<file path="src/hw/rtl/och_pkg.sv">
// ============================================================================
// Offset correlation histogram package
// Shared widths, payload types and the fixed histogram bin edges.
// ============================================================================
package och_pkg;

    localparam int SAMPLE_WIDTH = 16;
    localparam int COUNT_WIDTH  = 16;
    localparam int BINS         = 20;
    localparam int BIN_W        = $clog2(BINS);

    localparam int SUM_WIDTH    = 40;
    localparam int DIFF_WIDTH   = SAMPLE_WIDTH + 1;
    localparam int MAC_WIDTH    = 2 * DIFF_WIDTH;

    localparam int Q_FRAC       = 14;
    localparam int Q_WIDTH      = Q_FRAC + 1;
    localparam int SIM_WIDTH    = Q_FRAC + 2;
    localparam int BIT_IDX_W    = $clog2(Q_WIDTH);

    localparam int CHUNK_WIDTH  = 10;
    localparam int CHUNKS       = SUM_WIDTH / CHUNK_WIDTH;
    localparam int CHUNK_IDX_W  = $clog2(CHUNKS);
    localparam int PART_WIDTH   = SUM_WIDTH + CHUNK_WIDTH;
    localparam int PROD_WIDTH   = 2 * SUM_WIDTH;
    localparam int ROOT_WIDTH   = PROD_WIDTH + 2 * Q_FRAC + 1;

    localparam int EDGE_WIDTH   = 24;
    localparam int ONE_Q        = 1 << Q_FRAC;
    localparam int LAST_EDGE    = 18022;
    localparam int EDGE_CENTER  = 9;

    typedef struct packed {
        logic signed [SAMPLE_WIDTH-1:0] x_sample;
        logic signed [SAMPLE_WIDTH-1:0] y_sample;
        logic                           last_sample;
    } t_sample;

    typedef struct packed {
        logic signed [SIM_WIDTH-1:0] similarity;
        logic [BIN_W-1:0]            bin_index;
        logic [COUNT_WIDTH-1:0]      bin_count;
        logic                        flat_vector;
    } t_result;

    typedef struct packed {
        logic [SUM_WIDTH-1:0]        sxx;
        logic [SUM_WIDTH-1:0]        syy;
        logic signed [SUM_WIDTH-1:0] sxy;
    } t_sums;

    typedef struct packed {
        logic signed [SIM_WIDTH-1:0] similarity;
        logic                        flat_vector;
    } t_ratio;

    typedef logic [BINS-1:0][EDGE_WIDTH-1:0] t_edges;

    function automatic t_edges f_bin_edges();
        t_edges e;
        int     n;
        e = '0;
        for (int k = 0; k < BINS; k++) begin
            if (k == BINS - 1) begin
                e[k] = EDGE_WIDTH'(LAST_EDGE);
            end else begin
                n = (k - EDGE_CENTER) * ONE_Q;
                if (n >= 0) begin
                    e[k] = EDGE_WIDTH'((n + 5) / 10);
                end else begin
                    e[k] = EDGE_WIDTH'((n - 5) / 10);
                end
            end
        end
        return e;
    endfunction

    localparam t_edges BIN_EDGES = f_bin_edges();

endpackage

</file>
<file path="src/hw/rtl/och_accum.sv">
// ============================================================================
// Offset correlation accumulator
// Keeps the reference pair and sums squares and cross products of the
// offsets through one shared signed multiplier, one product per cycle.
// ============================================================================
module och_accum (
    input  logic           i_clk,
    input  logic           i_rst_n,
    input  logic           i_start,
    input  logic           i_clear,
    input  och_pkg::t_sample i_smp,
    output logic           o_done,
    output och_pkg::t_sums o_sums
);
    import och_pkg::*;

    localparam logic [1:0] PH_XX = 2'd0;
    localparam logic [1:0] PH_YY = 2'd1;
    localparam logic [1:0] PH_XY = 2'd2;

    logic                           r_first;
    logic                           r_busy;
    logic                           r_done;
    logic [1:0]                     r_phase;
    t_sums                          r_sums;
    logic signed [SAMPLE_WIDTH-1:0] r_x_ref;
    logic signed [SAMPLE_WIDTH-1:0] r_y_ref;
    logic signed [SAMPLE_WIDTH-1:0] r_x;
    logic signed [SAMPLE_WIDTH-1:0] r_y;

    logic signed [DIFF_WIDTH-1:0]   w_dx;
    logic signed [DIFF_WIDTH-1:0]   w_dy;
    logic signed [DIFF_WIDTH-1:0]   w_mul_a;
    logic signed [DIFF_WIDTH-1:0]   w_mul_b;
    logic signed [MAC_WIDTH-1:0]    w_mac;
    logic [SUM_WIDTH-1:0]           w_sq_src;
    logic [SUM_WIDTH:0]             w_sq_sum;
    logic [SUM_WIDTH-1:0]           w_sq_sat;
    logic signed [SUM_WIDTH:0]      w_xy_sum;
    logic signed [SUM_WIDTH-1:0]    w_xy_sat;

    always_comb begin
        w_dx = DIFF_WIDTH'(r_x) - DIFF_WIDTH'(r_x_ref);
        w_dy = DIFF_WIDTH'(r_y) - DIFF_WIDTH'(r_y_ref);
        unique case (r_phase)
            PH_XX: begin
                w_mul_a = w_dx;
                w_mul_b = w_dx;
            end
            PH_YY: begin
                w_mul_a = w_dy;
                w_mul_b = w_dy;
            end
            default: begin
                w_mul_a = w_dx;
                w_mul_b = w_dy;
            end
        endcase
        w_mac    = w_mul_a * w_mul_b;
        w_sq_src = (r_phase == PH_XX) ? r_sums.sxx : r_sums.syy;
        w_sq_sum = {1'b0, w_sq_src} + (SUM_WIDTH + 1)'($unsigned(w_mac));
        w_sq_sat = w_sq_sum[SUM_WIDTH] ? '1 : w_sq_sum[SUM_WIDTH-1:0];
        w_xy_sum = (SUM_WIDTH + 1)'(r_sums.sxy) + (SUM_WIDTH + 1)'(w_mac);
        if (w_xy_sum[SUM_WIDTH] != w_xy_sum[SUM_WIDTH-1]) begin
            w_xy_sat = w_xy_sum[SUM_WIDTH] ? {1'b1, {(SUM_WIDTH - 1){1'b0}}}
                                           : {1'b0, {(SUM_WIDTH - 1){1'b1}}};
        end else begin
            w_xy_sat = w_xy_sum[SUM_WIDTH-1:0];
        end
    end

    always_ff @(posedge i_clk) begin
        if (!i_rst_n) begin
            r_first <= 1'b1;
            r_busy  <= 1'b0;
            r_done  <= 1'b0;
            r_phase <= PH_XX;
            r_sums  <= '0;
        end else begin
            r_done <= 1'b0;
            if (i_clear) begin
                r_sums  <= '0;
                r_first <= 1'b1;
            end
            if (i_start) begin
                if (r_first) begin
                    r_first <= 1'b0;
                    r_done  <= 1'b1;
                end else begin
                    r_busy  <= 1'b1;
                    r_phase <= PH_XX;
                end
            end
            if (r_busy) begin
                unique case (r_phase)
                    PH_XX: begin
                        r_sums.sxx <= w_sq_sat;
                        r_phase    <= PH_YY;
                    end
                    PH_YY: begin
                        r_sums.syy <= w_sq_sat;
                        r_phase    <= PH_XY;
                    end
                    default: begin
                        r_sums.sxy <= w_xy_sat;
                        r_busy     <= 1'b0;
                        r_done     <= 1'b1;
                    end
                endcase
            end
        end
    end

    always_ff @(posedge i_clk) begin
        if (i_start) begin
            if (r_first) begin
                r_x_ref <= i_smp.x_sample;
                r_y_ref <= i_smp.y_sample;
            end else begin
                r_x <= i_smp.x_sample;
                r_y <= i_smp.y_sample;
            end
        end
    end

    assign o_done = r_done;
    assign o_sums = r_sums;

endmodule

</file>
<file path="src/hw/rtl/och_ratio.sv">
// ============================================================================
// Offset correlation ratio unit
// Forms the two wide products in ten-bit slices on one multiplier, then
// finds the similarity one bit per cycle with a shift-and-subtract root loop.
// ============================================================================
module och_ratio (
    input  logic            i_clk,
    input  logic            i_rst_n,
    input  logic            i_start,
    input  och_pkg::t_sums  i_sums,
    output logic            o_done,
    output och_pkg::t_ratio o_res
);
    import och_pkg::*;

    localparam logic [1:0] RS_IDLE = 2'd0;
    localparam logic [1:0] RS_MUL  = 2'd1;
    localparam logic [1:0] RS_ROOT = 2'd2;
    localparam logic [1:0] RS_SIGN = 2'd3;

    localparam logic [CHUNK_IDX_W-1:0] LAST_CHUNK = CHUNK_IDX_W'(CHUNKS - 1);

    logic [1:0]               r_state;
    logic                     r_done;
    logic                     r_neg;
    logic                     r_second;
    logic [CHUNK_IDX_W-1:0]   r_k;
    logic [BIT_IDX_W-1:0]     r_bit;
    logic [PROD_WIDTH-1:0]    r_acc;
    logic [ROOT_WIDTH-1:0]    r_rem;
    logic [ROOT_WIDTH-1:0]    r_u;
    logic [ROOT_WIDTH-1:0]    r_v;
    logic [Q_WIDTH-1:0]       r_q;
    t_ratio                   r_res;

    logic                     w_neg;
    logic                     w_flat;
    logic [SUM_WIDTH-1:0]     w_abs;
    logic [SUM_WIDTH-1:0]     w_mul_a;
    logic [SUM_WIDTH-1:0]     w_mul_src;
    logic [CHUNK_WIDTH-1:0]   w_mul_b;
    logic [PART_WIDTH-1:0]    w_part;
    logic [PROD_WIDTH-1:0]    w_acc_next;
    logic [ROOT_WIDTH-1:0]    w_d;
    logic [ROOT_WIDTH:0]      w_diff;
    logic                     w_take;
    logic [Q_WIDTH-1:0]       w_q_set;
    logic signed [SIM_WIDTH-1:0] w_mag;
    logic signed [SIM_WIDTH-1:0] w_sim;

    always_comb begin
        w_neg      = i_sums.sxy[SUM_WIDTH-1];
        w_flat     = (i_sums.sxx == '0) || (i_sums.syy == '0);
        w_abs      = w_neg ? (~i_sums.sxy + 1'b1) : i_sums.sxy;
        w_mul_a    = r_second ? i_sums.sxx : w_abs;
        w_mul_src  = r_second ? i_sums.syy : w_abs;
        w_mul_b    = w_mul_src[r_k * CHUNK_WIDTH +: CHUNK_WIDTH];
        w_part     = w_mul_a * w_mul_b;
        w_acc_next = r_acc + (PROD_WIDTH'(w_part) << (r_k * CHUNK_WIDTH));
        w_d        = r_v + r_u;
        w_diff     = {1'b0, r_rem} - {1'b0, w_d};
        w_take     = !w_diff[ROOT_WIDTH] && !r_q[Q_FRAC];
        w_q_set    = r_q | (Q_WIDTH'(1) << r_bit);
        w_mag      = SIM_WIDTH'(r_q);
        w_sim      = r_neg ? -w_mag : w_mag;
    end

    always_ff @(posedge i_clk) begin
        if (!i_rst_n) begin
            r_state <= RS_IDLE;
            r_done  <= 1'b0;
        end else begin
            r_done <= 1'b0;
            unique case (r_state)
                RS_IDLE: begin
                    if (i_start) begin
                        if (w_flat) begin
                            r_done <= 1'b1;
                        end else begin
                            r_state <= RS_MUL;
                        end
                    end
                end
                RS_MUL: begin
                    if (r_second && (r_k == LAST_CHUNK)) begin
                        r_state <= RS_ROOT;
                    end
                end
                RS_ROOT: begin
                    if (r_bit == '0) begin
                        r_state <= RS_SIGN;
                    end
                end
                default: begin
                    r_state <= RS_IDLE;
                    r_done  <= 1'b1;
                end
            endcase
        end
    end

    always_ff @(posedge i_clk) begin
        unique case (r_state)
            RS_IDLE: begin
                if (i_start) begin
                    r_res.similarity  <= '0;
                    r_res.flat_vector <= w_flat;
                    r_neg             <= w_neg;
                    r_acc             <= '0;
                    r_second          <= 1'b0;
                    r_k               <= '0;
                    r_bit             <= BIT_IDX_W'(Q_FRAC);
                    r_q               <= '0;
                    r_v               <= '0;
                end
            end
            RS_MUL: begin
                if (r_k == LAST_CHUNK) begin
                    r_k <= '0;
                    if (!r_second) begin
                        r_rem    <= ROOT_WIDTH'(w_acc_next) << (2 * Q_FRAC);
                        r_acc    <= '0;
                        r_second <= 1'b1;
                    end else begin
                        r_u <= ROOT_WIDTH'(w_acc_next) << (2 * Q_FRAC);
                    end
                end else begin
                    r_k   <= r_k + 1'b1;
                    r_acc <= w_acc_next;
                end
            end
            RS_ROOT: begin
                r_u   <= r_u >> 2;
                r_bit <= r_bit - 1'b1;
                if (w_take) begin
                    r_rem <= w_diff[ROOT_WIDTH-1:0];
                    r_v   <= (r_v >> 1) + r_u;
                    r_q   <= w_q_set;
                end else begin
                    r_v <= r_v >> 1;
                end
            end
            default: begin
                r_res.similarity <= w_sim;
            end
        endcase
    end

    assign o_done = r_done;
    assign o_res  = r_res;

endmodule

</file>
<file path="src/hw/rtl/och_hist.sv">
// ============================================================================
// Offset correlation histogram
// Picks the bin for a similarity value and bumps its saturating count.
// ============================================================================
module och_hist (
    input  logic                            i_clk,
    input  logic                            i_rst_n,
    input  logic                            i_start,
    input  och_pkg::t_ratio                 i_res,
    output logic                            o_done,
    output logic [och_pkg::BIN_W-1:0]       o_bin,
    output logic [och_pkg::COUNT_WIDTH-1:0] o_count
);
    import och_pkg::*;

    logic [COUNT_WIDTH-1:0] r_counts [BINS];
    logic                   r_busy;
    logic                   r_done;
    logic [BIN_W-1:0]       r_pick;
    logic [COUNT_WIDTH-1:0] r_count;

    logic [BIN_W-1:0]       w_pick;
    logic [COUNT_WIDTH-1:0] w_cur;
    logic [COUNT_WIDTH-1:0] w_inc;

    always_comb begin
        w_pick = BIN_W'(BINS - 1);
        if (!i_res.flat_vector) begin
            for (int k = BINS - 2; k >= 0; k--) begin
                if ($signed(BIN_EDGES[k]) > EDGE_WIDTH'(i_res.similarity)) begin
                    w_pick = BIN_W'(k);
                end
            end
        end
        w_cur = r_counts[r_pick];
        w_inc = (w_cur == '1) ? w_cur : w_cur + 1'b1;
    end

    always_ff @(posedge i_clk) begin
        if (!i_rst_n) begin
            r_busy <= 1'b0;
            r_done <= 1'b0;
            for (int k = 0; k < BINS; k++) begin
                r_counts[k] <= '0;
            end
        end else begin
            r_done <= 1'b0;
            if (i_start) begin
                r_busy <= 1'b1;
            end
            if (r_busy) begin
                r_busy           <= 1'b0;
                r_done           <= 1'b1;
                r_counts[r_pick] <= w_inc;
            end
        end
    end

    always_ff @(posedge i_clk) begin
        if (i_start) begin
            r_pick <= w_pick;
        end
        if (r_busy) begin
            r_count <= w_inc;
        end
    end

    assign o_done  = r_done;
    assign o_bin   = r_pick;
    assign o_count = r_count;

endmodule

</file>
<file path="src/hw/rtl/offset_correlation_histogram_core.sv">
// ============================================================================
// Offset correlation histogram core
// Sample pairs go in with a last mark; each vector pair yields one result
// beat with the similarity, its histogram bin, that bin's count and a flag.
// ============================================================================
// The sample channel takes one beat of x, y and a last mark. The first beat
// of a vector sets the reference offsets; every later beat goes through the
// shared 17 by 17 multiplier three times. On a last beat the ratio unit then
// runs: 40 by 10 slices on its multiplier, the root loop (one result bit per
// cycle), a sign step, a hand-off state and the histogram update; the result
// beat turns valid in the same cycle that the next sample beat can be taken.
// A flat vector skips the ratio work.
// The sample channel is ready only while no beat is in work.
// The result sits in an output register; a new sample beat is taken while it
// waits. If the receiver stalls, the next finished vector holds before the
// histogram update until the register is free.
// Reset clears the sums, the histogram counts and the output valid, and the
// next beat after reset starts a new vector.
// ============================================================================
module offset_correlation_histogram_core (
    input  logic             i_clk,
    input  logic             i_rst_n,
    input  logic             i_smp_valid,
    output logic             o_smp_ready,
    input  och_pkg::t_sample i_smp,
    output logic             o_res_valid,
    input  logic             i_res_ready,
    output och_pkg::t_result o_res
);
    import och_pkg::*;

    localparam logic [2:0] ST_IDLE  = 3'd0;
    localparam logic [2:0] ST_ACC   = 3'd1;
    localparam logic [2:0] ST_RATIO = 3'd2;
    localparam logic [2:0] ST_WAIT  = 3'd3;
    localparam logic [2:0] ST_HIST  = 3'd4;

    logic [2:0]             r_state;
    logic                   r_last;
    logic                   r_res_valid;
    t_result                r_res;

    logic                   w_accept;
    logic                   w_out_free;
    logic                   w_hist_start;
    logic                   w_ratio_start;
    logic                   w_acc_done;
    t_sums                  w_sums;
    logic                   w_ratio_done;
    t_ratio                 w_ratio;
    logic                   w_hist_done;
    logic [BIN_W-1:0]       w_bin;
    logic [COUNT_WIDTH-1:0] w_count;

    assign o_smp_ready   = (r_state == ST_IDLE);
    assign w_accept      = i_smp_valid && o_smp_ready;
    assign w_out_free    = !r_res_valid || i_res_ready;
    assign w_hist_start  = (r_state == ST_WAIT) && w_out_free;
    assign w_ratio_start = (r_state == ST_ACC) && w_acc_done && r_last;

    och_accum u_accum (
        .i_clk   (i_clk),
        .i_rst_n (i_rst_n),
        .i_start (w_accept),
        .i_clear (w_hist_start),
        .i_smp   (i_smp),
        .o_done  (w_acc_done),
        .o_sums  (w_sums)
    );

    och_ratio u_ratio (
        .i_clk   (i_clk),
        .i_rst_n (i_rst_n),
        .i_start (w_ratio_start),
        .i_sums  (w_sums),
        .o_done  (w_ratio_done),
        .o_res   (w_ratio)
    );

    och_hist u_hist (
        .i_clk   (i_clk),
        .i_rst_n (i_rst_n),
        .i_start (w_hist_start),
        .i_res   (w_ratio),
        .o_done  (w_hist_done),
        .o_bin   (w_bin),
        .o_count (w_count)
    );

    always_ff @(posedge i_clk) begin
        if (!i_rst_n) begin
            r_state     <= ST_IDLE;
            r_res_valid <= 1'b0;
        end else begin
            unique case (r_state)
                ST_IDLE: begin
                    if (w_accept) begin
                        r_state <= ST_ACC;
                    end
                end
                ST_ACC: begin
                    if (w_acc_done) begin
                        r_state <= r_last ? ST_RATIO : ST_IDLE;
                    end
                end
                ST_RATIO: begin
                    if (w_ratio_done) begin
                        r_state <= ST_WAIT;
                    end
                end
                ST_WAIT: begin
                    if (w_out_free) begin
                        r_state <= ST_HIST;
                    end
                end
                ST_HIST: begin
                    if (w_hist_done) begin
                        r_state <= ST_IDLE;
                    end
                end
                default: begin
                    r_state <= ST_IDLE;
                end
            endcase
            if (w_hist_done) begin
                r_res_valid <= 1'b1;
            end else if (i_res_ready) begin
                r_res_valid <= 1'b0;
            end
        end
    end

    always_ff @(posedge i_clk) begin
        if (w_accept) begin
            r_last <= i_smp.last_sample;
        end
        if (w_hist_done) begin
            r_res.similarity  <= w_ratio.similarity;
            r_res.bin_index   <= w_bin;
            r_res.bin_count   <= w_count;
            r_res.flat_vector <= w_ratio.flat_vector;
        end
    end

    assign o_res_valid = r_res_valid;
    assign o_res       = r_res;

endmodule
</file>
<file path="config.mk">
export PLATFORM = sky130hd
export DESIGN_NAME = offset_correlation_histogram_core
export DESIGN_NICKNAME = d
export VERILOG_FILES = /design/src/hw/rtl/och_pkg.sv /design/src/hw/rtl/och_accum.sv /design/src/hw/rtl/och_ratio.sv /design/src/hw/rtl/och_hist.sv /design/src/hw/rtl/offset_correlation_histogram_core.sv
export SDC_FILE = /design/constraint.sdc
export NUM_CORES = 2
export LEC_CHECK = 0
export BUFFER_PORTS_ARGS = -buffer_cell sky130_fd_sc_hd__buf_2
export CELL_PAD_IN_SITES_DETAIL_PLACEMENT = 0
export CELL_PAD_IN_SITES_GLOBAL_PLACEMENT = 1
export CORE_MARGIN = 5
export CORE_UTILIZATION = 56
export CTS_BUF_LIST = sky130_fd_sc_hd__clkbuf_16
export DETAILED_ROUTE_END_ITERATION = 6
export PLACE_DENSITY = 0.89
export SETUP_SLACK_MARGIN = 0.05
export SYNTH_ARGS = -nofsm -noshare
export SYNTH_HDL_FRONTEND = slang
export SYNTH_SLANG_ARGS = --single-unit
</file>
<file path="constraint.sdc">
create_clock -name i_clk -period 31.1 [get_ports i_clk]
set_input_delay 1.555 -clock i_clk [delete_from_list [all_inputs] [get_ports i_clk]]
set_output_delay 1.555 -clock i_clk [all_outputs]
set_load 0.005 [all_outputs]
</file>
# Word level (Yosys, flattened, before mapping)
# Memory sizes are Yosys's and may differ from the RTL's.
# Index checks and enable logic that the tools add are counted.
dict set report totals {
  regBits 705
  latchBits 0
  mem_bits_rw 320
  rom_bits 0
  in_bits 37
  out_inout_bits 40
  memories 1
}
dict set report classes {
  addsub 13
  n_mul 3
  div 0
  order_cmp 19
  eq_ne 24
  n_shift 3
  muxes 102
  n_bitwise 5
  n_reduce_logical 40
}
# memory depth word_bits rd rd_ports_with_merged_regs write_ports line
set memory_table {}
lappend memory_table {u_hist.r_counts 20 16 1 0 20 och_hist.sv:16} ;# logic [COUNT_WIDTH-1:0] r_counts [BINS];
# operator count
set op_table {}
lappend op_table {{two-way mux 109 bit} 7}
lappend op_table {{case mux 109 bit (2 select lines)} 3}
lappend op_table {{two-way mux 40 bit} 10}
lappend op_table {{two-way mux 120 bit} 2}
lappend op_table {{two-way mux 80 bit} 3}
lappend op_table {{case mux 80 bit (2 select lines)} 1}
lappend op_table {{> comparator 15 x 16 -> 1 bit, first input constant} 9}
lappend op_table {{subtractor 109 x 109 -> 110 bit} 1}
lappend op_table {{adder 108 x 109 -> 109 bit} 1}
lappend op_table {{adder 109 bit} 1}
lappend op_table {{two-way mux 5 bit} 17}
lappend op_table {{adder 40 x 34 -> 41 bit} 2}
lappend op_table {{adder 80 bit} 1}
lappend op_table {{> comparator 14 x 16 -> 1 bit, first input constant} 5}
lappend op_table {{zero test 40 bit} 2}
lappend op_table {{<< shifter 50 x 6 -> 80 bit} 1}
lappend op_table {{two-way mux 17 bit} 3}
lappend op_table {{multiplier 40 x 10 -> 50 bit} 1}
lappend op_table {{two-way mux 16 bit} 3}
lappend op_table {{adder 40 x 1 -> 40 bit, second input constant} 1}
lappend op_table {{NOT 40 bit} 1}
lappend op_table {{variable part select 40 x 7 -> 10 bit} 1}
lappend op_table {{multiplier 17 x 17 -> 34 bit} 1}
lappend op_table {{subtractor 16 x 16 -> 17 bit} 2}
lappend op_table {{other kinds (48)} 130}

# Longest topological paths before layout
dict set report logic_depth {
  word_depth 20
  mapped_depth 60
  mapped_depth_nobuf 56
}

# Modules after synthesis
# Synthesis repeated with hierarchy kept, for this count alone.
dict set report unflattened {
  hier_cells 11831
  hier_area_um2 108014.8
}
# module n_inst cells_each area_per_inst_um2
set by_module_without_submodules {}
lappend by_module_without_submodules {och_ratio 1 7160 58315.9}
lappend by_module_without_submodules {och_accum 1 2926 24637.4}
lappend by_module_without_submodules {och_hist 1 1676 23627.7}
lappend by_module_without_submodules {offset_correlation_histogram_core 1 69 1433.9}

# Worst setup path after synthesis
# Ideal clock, no wire load.
dict set report synth_path {
  path_type {reg2reg}
  start {reg u_accum.r_x[0]}
  end {reg u_accum.r_sums (netlist bit u_accum.o_sums[22])}
  arrival_ns 11.801
  setup_slack_ns 19.184
  stages_incl_launch_ff 56
  synth_period_minus_slack_ns 11.916
  path_cell_list {edfxtp_1 > inv_1 > ha_1 > inv_1 > fa_1 > a21o_1 > a21oi_1 > o21ai_0 > a2111oi_0 > o41ai_1 > a21oi_1 > o21ai_0 > a21oi_1 > nor2b_1 > o22ai_1 > mux2_2 > clkbuf_1 > nand2_1 > [20 not listed] > nor2_1 > o21a_1 > o21a_1 > a221oi_1 > a31o_2 > o21ai_0 > a221o_1 > a31oi_1 > o21bai_1 > a21oi_1 > xnor2_1 > ha_1 > a21oi_1 > a41o_1 > buf_2 > buf_4 > o21ai_0 > and3_1}
}
dict set report synth_between {
  elab_chain_cells 8
  word_cells_on_any_way 10
  classes_between {add/sub: 2; mul: 1; eq/ne: 1; mux: 6}
}
# element line
set synth_rtl {}
lappend synth_rtl {{start: declaration} och_accum.sv:28} ;# logic signed [SAMPLE_WIDTH-1:0] r_x;
lappend synth_rtl {{start signal: assignment} och_accum.sv:120} ;# r_x <= i_smp.x_sample;
lappend synth_rtl {{subtractor 16 x 16 -> 17 bit *} och_accum.sv:43} ;# w_dx = DIFF_WIDTH'(r_x) - DIFF_WIDTH'(r_x_ref);
lappend synth_rtl {{two-way mux 17 bit} och_accum.sv:45} ;# unique case (r_phase)
lappend synth_rtl {{multiplier 17 x 17 -> 34 bit *} och_accum.sv:59} ;# w_mac = w_mul_a * w_mul_b;
lappend synth_rtl {{adder 40 x 34 -> 41 bit *} och_accum.sv:63} ;# w_xy_sum = (SUM_WIDTH + 1)'(r_sums.sxy) + (SUM_WIDTH + 1)'(w_mac);
lappend synth_rtl {{two-way mux 40 bit or != test 1 bit (tied branches)} {och_accum.sv:65, och_accum.sv:64}}
lappend synth_rtl {{two-way mux 40 bit *} och_accum.sv:64} ;# if (w_xy_sum[SUM_WIDTH] != w_xy_sum[SUM_WIDTH-1]) begin
lappend synth_rtl {{two-way mux 40 bit *} och_accum.sv:95} ;# unique case (r_phase)
lappend synth_rtl {{two-way mux 120 bit *} och_accum.sv:94} ;# if (r_busy) begin
lappend synth_rtl {{end: declaration} och_accum.sv:25} ;# t_sums r_sums;
# Every way passes the cells marked *; elsewhere a longest branch is shown, timed or not.
# A chain may end at the register's enable or synchronous reset.

# Worst setup path after layout
dict set report layout_path {
  start {reg u_accum.r_x[0]}
  end {reg u_accum.r_sums (netlist bit u_accum.o_sums[9])}
}
# The elaborated chain is that of the path after synthesis.

==> metrics.md <==
| Metric | Value |
|---|---|
| Fin. Hold Viols | `0` |
| Hold_sp | `u_hist.o_count[9]` |
| Core Region | `185,400 sq um` |
| Netlist Area Pre-Place | `~100,000 sq um` |
| Nets | `12,210` |
| Status | `completed` |
| Drt total wl | `319.8 mm` |
| Hold path endpoint | `o_res[10]` |
| DRT iter0 DRCs | `between 9,000 and 10,000` |
| Syn Area/Cell | `9.428 sq um` |
| Die Height | `442.0 um` |
| Clock buffer count from CTS | `approximately 140` |
| Post-CTS Hold Fix Bufs | `0` |
| Initial Utilization | `56.36%` |
| CTS tree | `yes` |
| CP Data Arrival Time | `15.00 ns` |
| Vias in the first global route | `83,110` |
| Slowest cell on the critical path | `a2111oi_0` |
| Worst clock skew | `a little over 0.07 ns` |
| Most frequent cells in the layout | `nor2_1 (1,377), nand2_1 (1,086), edfxtp_1 (1,082)` |
| Post-synth ARST share | `0%` |
| Worst Hold Depth | `0` |
| Core Rows | `roughly 160` |
| Sequential share of the synthesized area | `33.66%` |
| DR WL/cell | `23.74 um` |
| Ys Warns | `0` |
| FF-to-FF Start | `u_accum.r_x[0]` |
| Layout cells sized above 1 | `6.320%` |
| IO buf count | `76` |
| Max clock buf depth | `3` |
| Vias per inst | `6.366` |
| H-tree level count | `4` |
| Placed wire-length estimate | `about 240 mm` |
| GR Util All Layers | `a little under a third` |
| Via count | `85,740` |
| RD Place Congestion | `0.9796` |
| Area Growth Syn to Fin | `6.917%` |
| CP endpoint kind | `flop` |
| Mapped Nets | `12,420` |
| Clk root buf | `clkbuf_16` |
| Post-CTS setup repair buffer count | `0` |
| Remaining global-route overflow | `0` |
| Tmin final | `about 14 ns` |
| Max transition margin | `about 8%` |
| Post-Synthesis Cells | `11,080` |
| Die area | `195,400 sq um` |
| Post-CTS Resized | `0` |
| CP startpoint kind | `flop` |
| CP max stage delay | `0.66 ns` |
| Critical path type | `reg2reg` |
| Initial antenna violation count | `8` |
| Classification of the worst-slack hold path | `reg2reg` |
| Worst-path clk slew | `~0.060 ns` |
| Largest net degree at the start of global routing | `around 140` |
| Setup slack, reg-to-reg | `16.77 ns` |
| Critical Path Most Common Cell | `fa_1` |
| Number of enable flip-flop cells after synthesis | `1,082` |
| Worst Path Required | `31.77 ns` |
| # clock sinks | `roughly 1,200` |
| Final setup fails | `0` |
| Most common cell after layout, fill and taps aside | `nor2_1` |
| Worst r2r path cells | `56` |
| Slew @ Worst Pin | `1.376 ns` |
| I/O pin count | `77` |
| Post-route antenna net violation count | `0` |
| First-pass GRT wire length | `493.3 mm` |
| Clock latency on the worst-skew pair | `~0.83 ns` |
| Drt drc | `0` |
| Worst Path Max Fanout | `39` |
| R2R Path End | `u_accum.o_sums[9]` |
| Max-capacitance violation count | `0` |
| Slew Limit Fails | `0` |
| First drt pass iteration count | `6` |
| Register bit total from synthesis | `1,216` |
| Die Wd | `442.0 um` |
| Tcrit/Tclk final | `between 40% and 50%` |
| Synth cell types | `92` |
| TNS Setup | `0 ns` |
| Fmax | `0.06977 GHz` |
| Top FF cell, synth | `edfxtp_1` |
| RSZ-0062 raised after global routing | `no` |
[final cells by class]
| cell class | count | area [sq um] |
|---|---|---|
| fill | 15850 | 73700 |
| multi-input combinational | 8502 | 64360 |
| sequential | 1216 | 35180 |
| clock buffer | 141 | 3528 |
| tap | 2480 | 3103 |
| inverter | 822 | 3088 |
| timing repair buffer | 188 | 1249 |
| clock inverter | 112 | 1211 |
| antenna | 7 | 17.52 |
[metrics by stage]
step	area [sq um]	util, %	hold slack, ns	worst slack, ns	std cells
after floorplan	104500	-	0.4003	19.18	11080
after global placement	107000	57.69	0.4008	17.22	13210
after detailed placement	107000	57.69	0.4054	16.98	13210
after CTS	111700	60.24	0.4258	16.87	13460
after global routing	111700	60.25	0.4295	15.77	13460
final	111700	60.25	0.4239	16.77	13470
[synthesized netlist by cell type (all sizes together), types with 102 or more instances]
library cell,count,area [sq um]
edfxtp,1082,32490
mux4,128,2883
nor2,1381,5184
nand2,1087,4080
and2,166,1039
a21oi,778,3894
a21o,426,3198
dfxtp,134,2683
inv,817,3067
nand2b,109,696.9
nor3,122,610.6
fa,606,12130
and3,102,638.1
o21bai,110,825.8
xor2,262,2295
nand4,171,1070
o21ai,587,2938
xnor2,348,3048
mux2i,142,1421
ha,697,8721
clkbuf,451,1693
nand3,195,975.9
[logic make-up after synthesis]
family	synth area share, %
AND/OR/NAND/NOR	15.59
buffers and inverters	5.005
XOR/XNOR	5.112
multiplexers	4.744
adder cells (fa/ha/maj)	19.95
flip-flops	33.66
AO/OA/AOI/OAI	15.94
[routing by layer]
layer | vias to the layer above | wire [um] | track usage, %
met1 | 42170 | 133500 | 45.39
met5 | - | 40 | 0
li1 | 38730 | - | -
met3 | 647 | 32880 | 6.971
met2 | 4185 | 142200 | 48.98
met4 | 6 | 11160 | 10.02
[critical path, delay by kind of cell (launching register included)]
kind,cells,cell delay [ns]
buffers and inverters,9,1.35
muxes,1,0.40
DFF,1,0.37
adders and majority gates,11,4.40
AOI/OAI and AO/OA,26,6.02
xor gates and xnor gates,2,0.35
and+or+nand+nor,7,1.24
[state kept, by name, summed over array words and instances (netlist names), 17 cells and up]
signal	flops
u_hist.r_counts	512
u_accum.o_sums	120
u_ratio.r_rem	109
u_ratio.r_v	109
u_ratio.r_u	108
u_ratio.r_acc	80
o_res	38
u_ratio.o_res	17
[how the worst max path moves through the flow]
| stage | from | endpoint | slack, ns | cells past startpoint |
|---|---|---|---|---|
| global route | u_accum.r_x[0] | u_accum.o_sums[9] | 15.77 | 54 |
| finish | u_accum.r_x[0] | u_accum.o_sums[9] | 16.77 | 56 |
| CTS | u_accum.r_x[0] | u_accum.o_sums[9] | 16.87 | 56 |
| detailed placement | u_accum.r_x[0] | u_accum.o_sums[9] | 16.98 | 56 |
| global placement | u_accum.r_x[0] | u_accum.o_sums[9] | 17.22 | 54 |
| floorplan | u_accum.r_x[0] | u_accum.o_sums[22] | 19.18 | 55 |
Power is left out: the tool's default activity adds up to more than one toggle a clock period on the data nets, which glitch-free logic cannot reach.
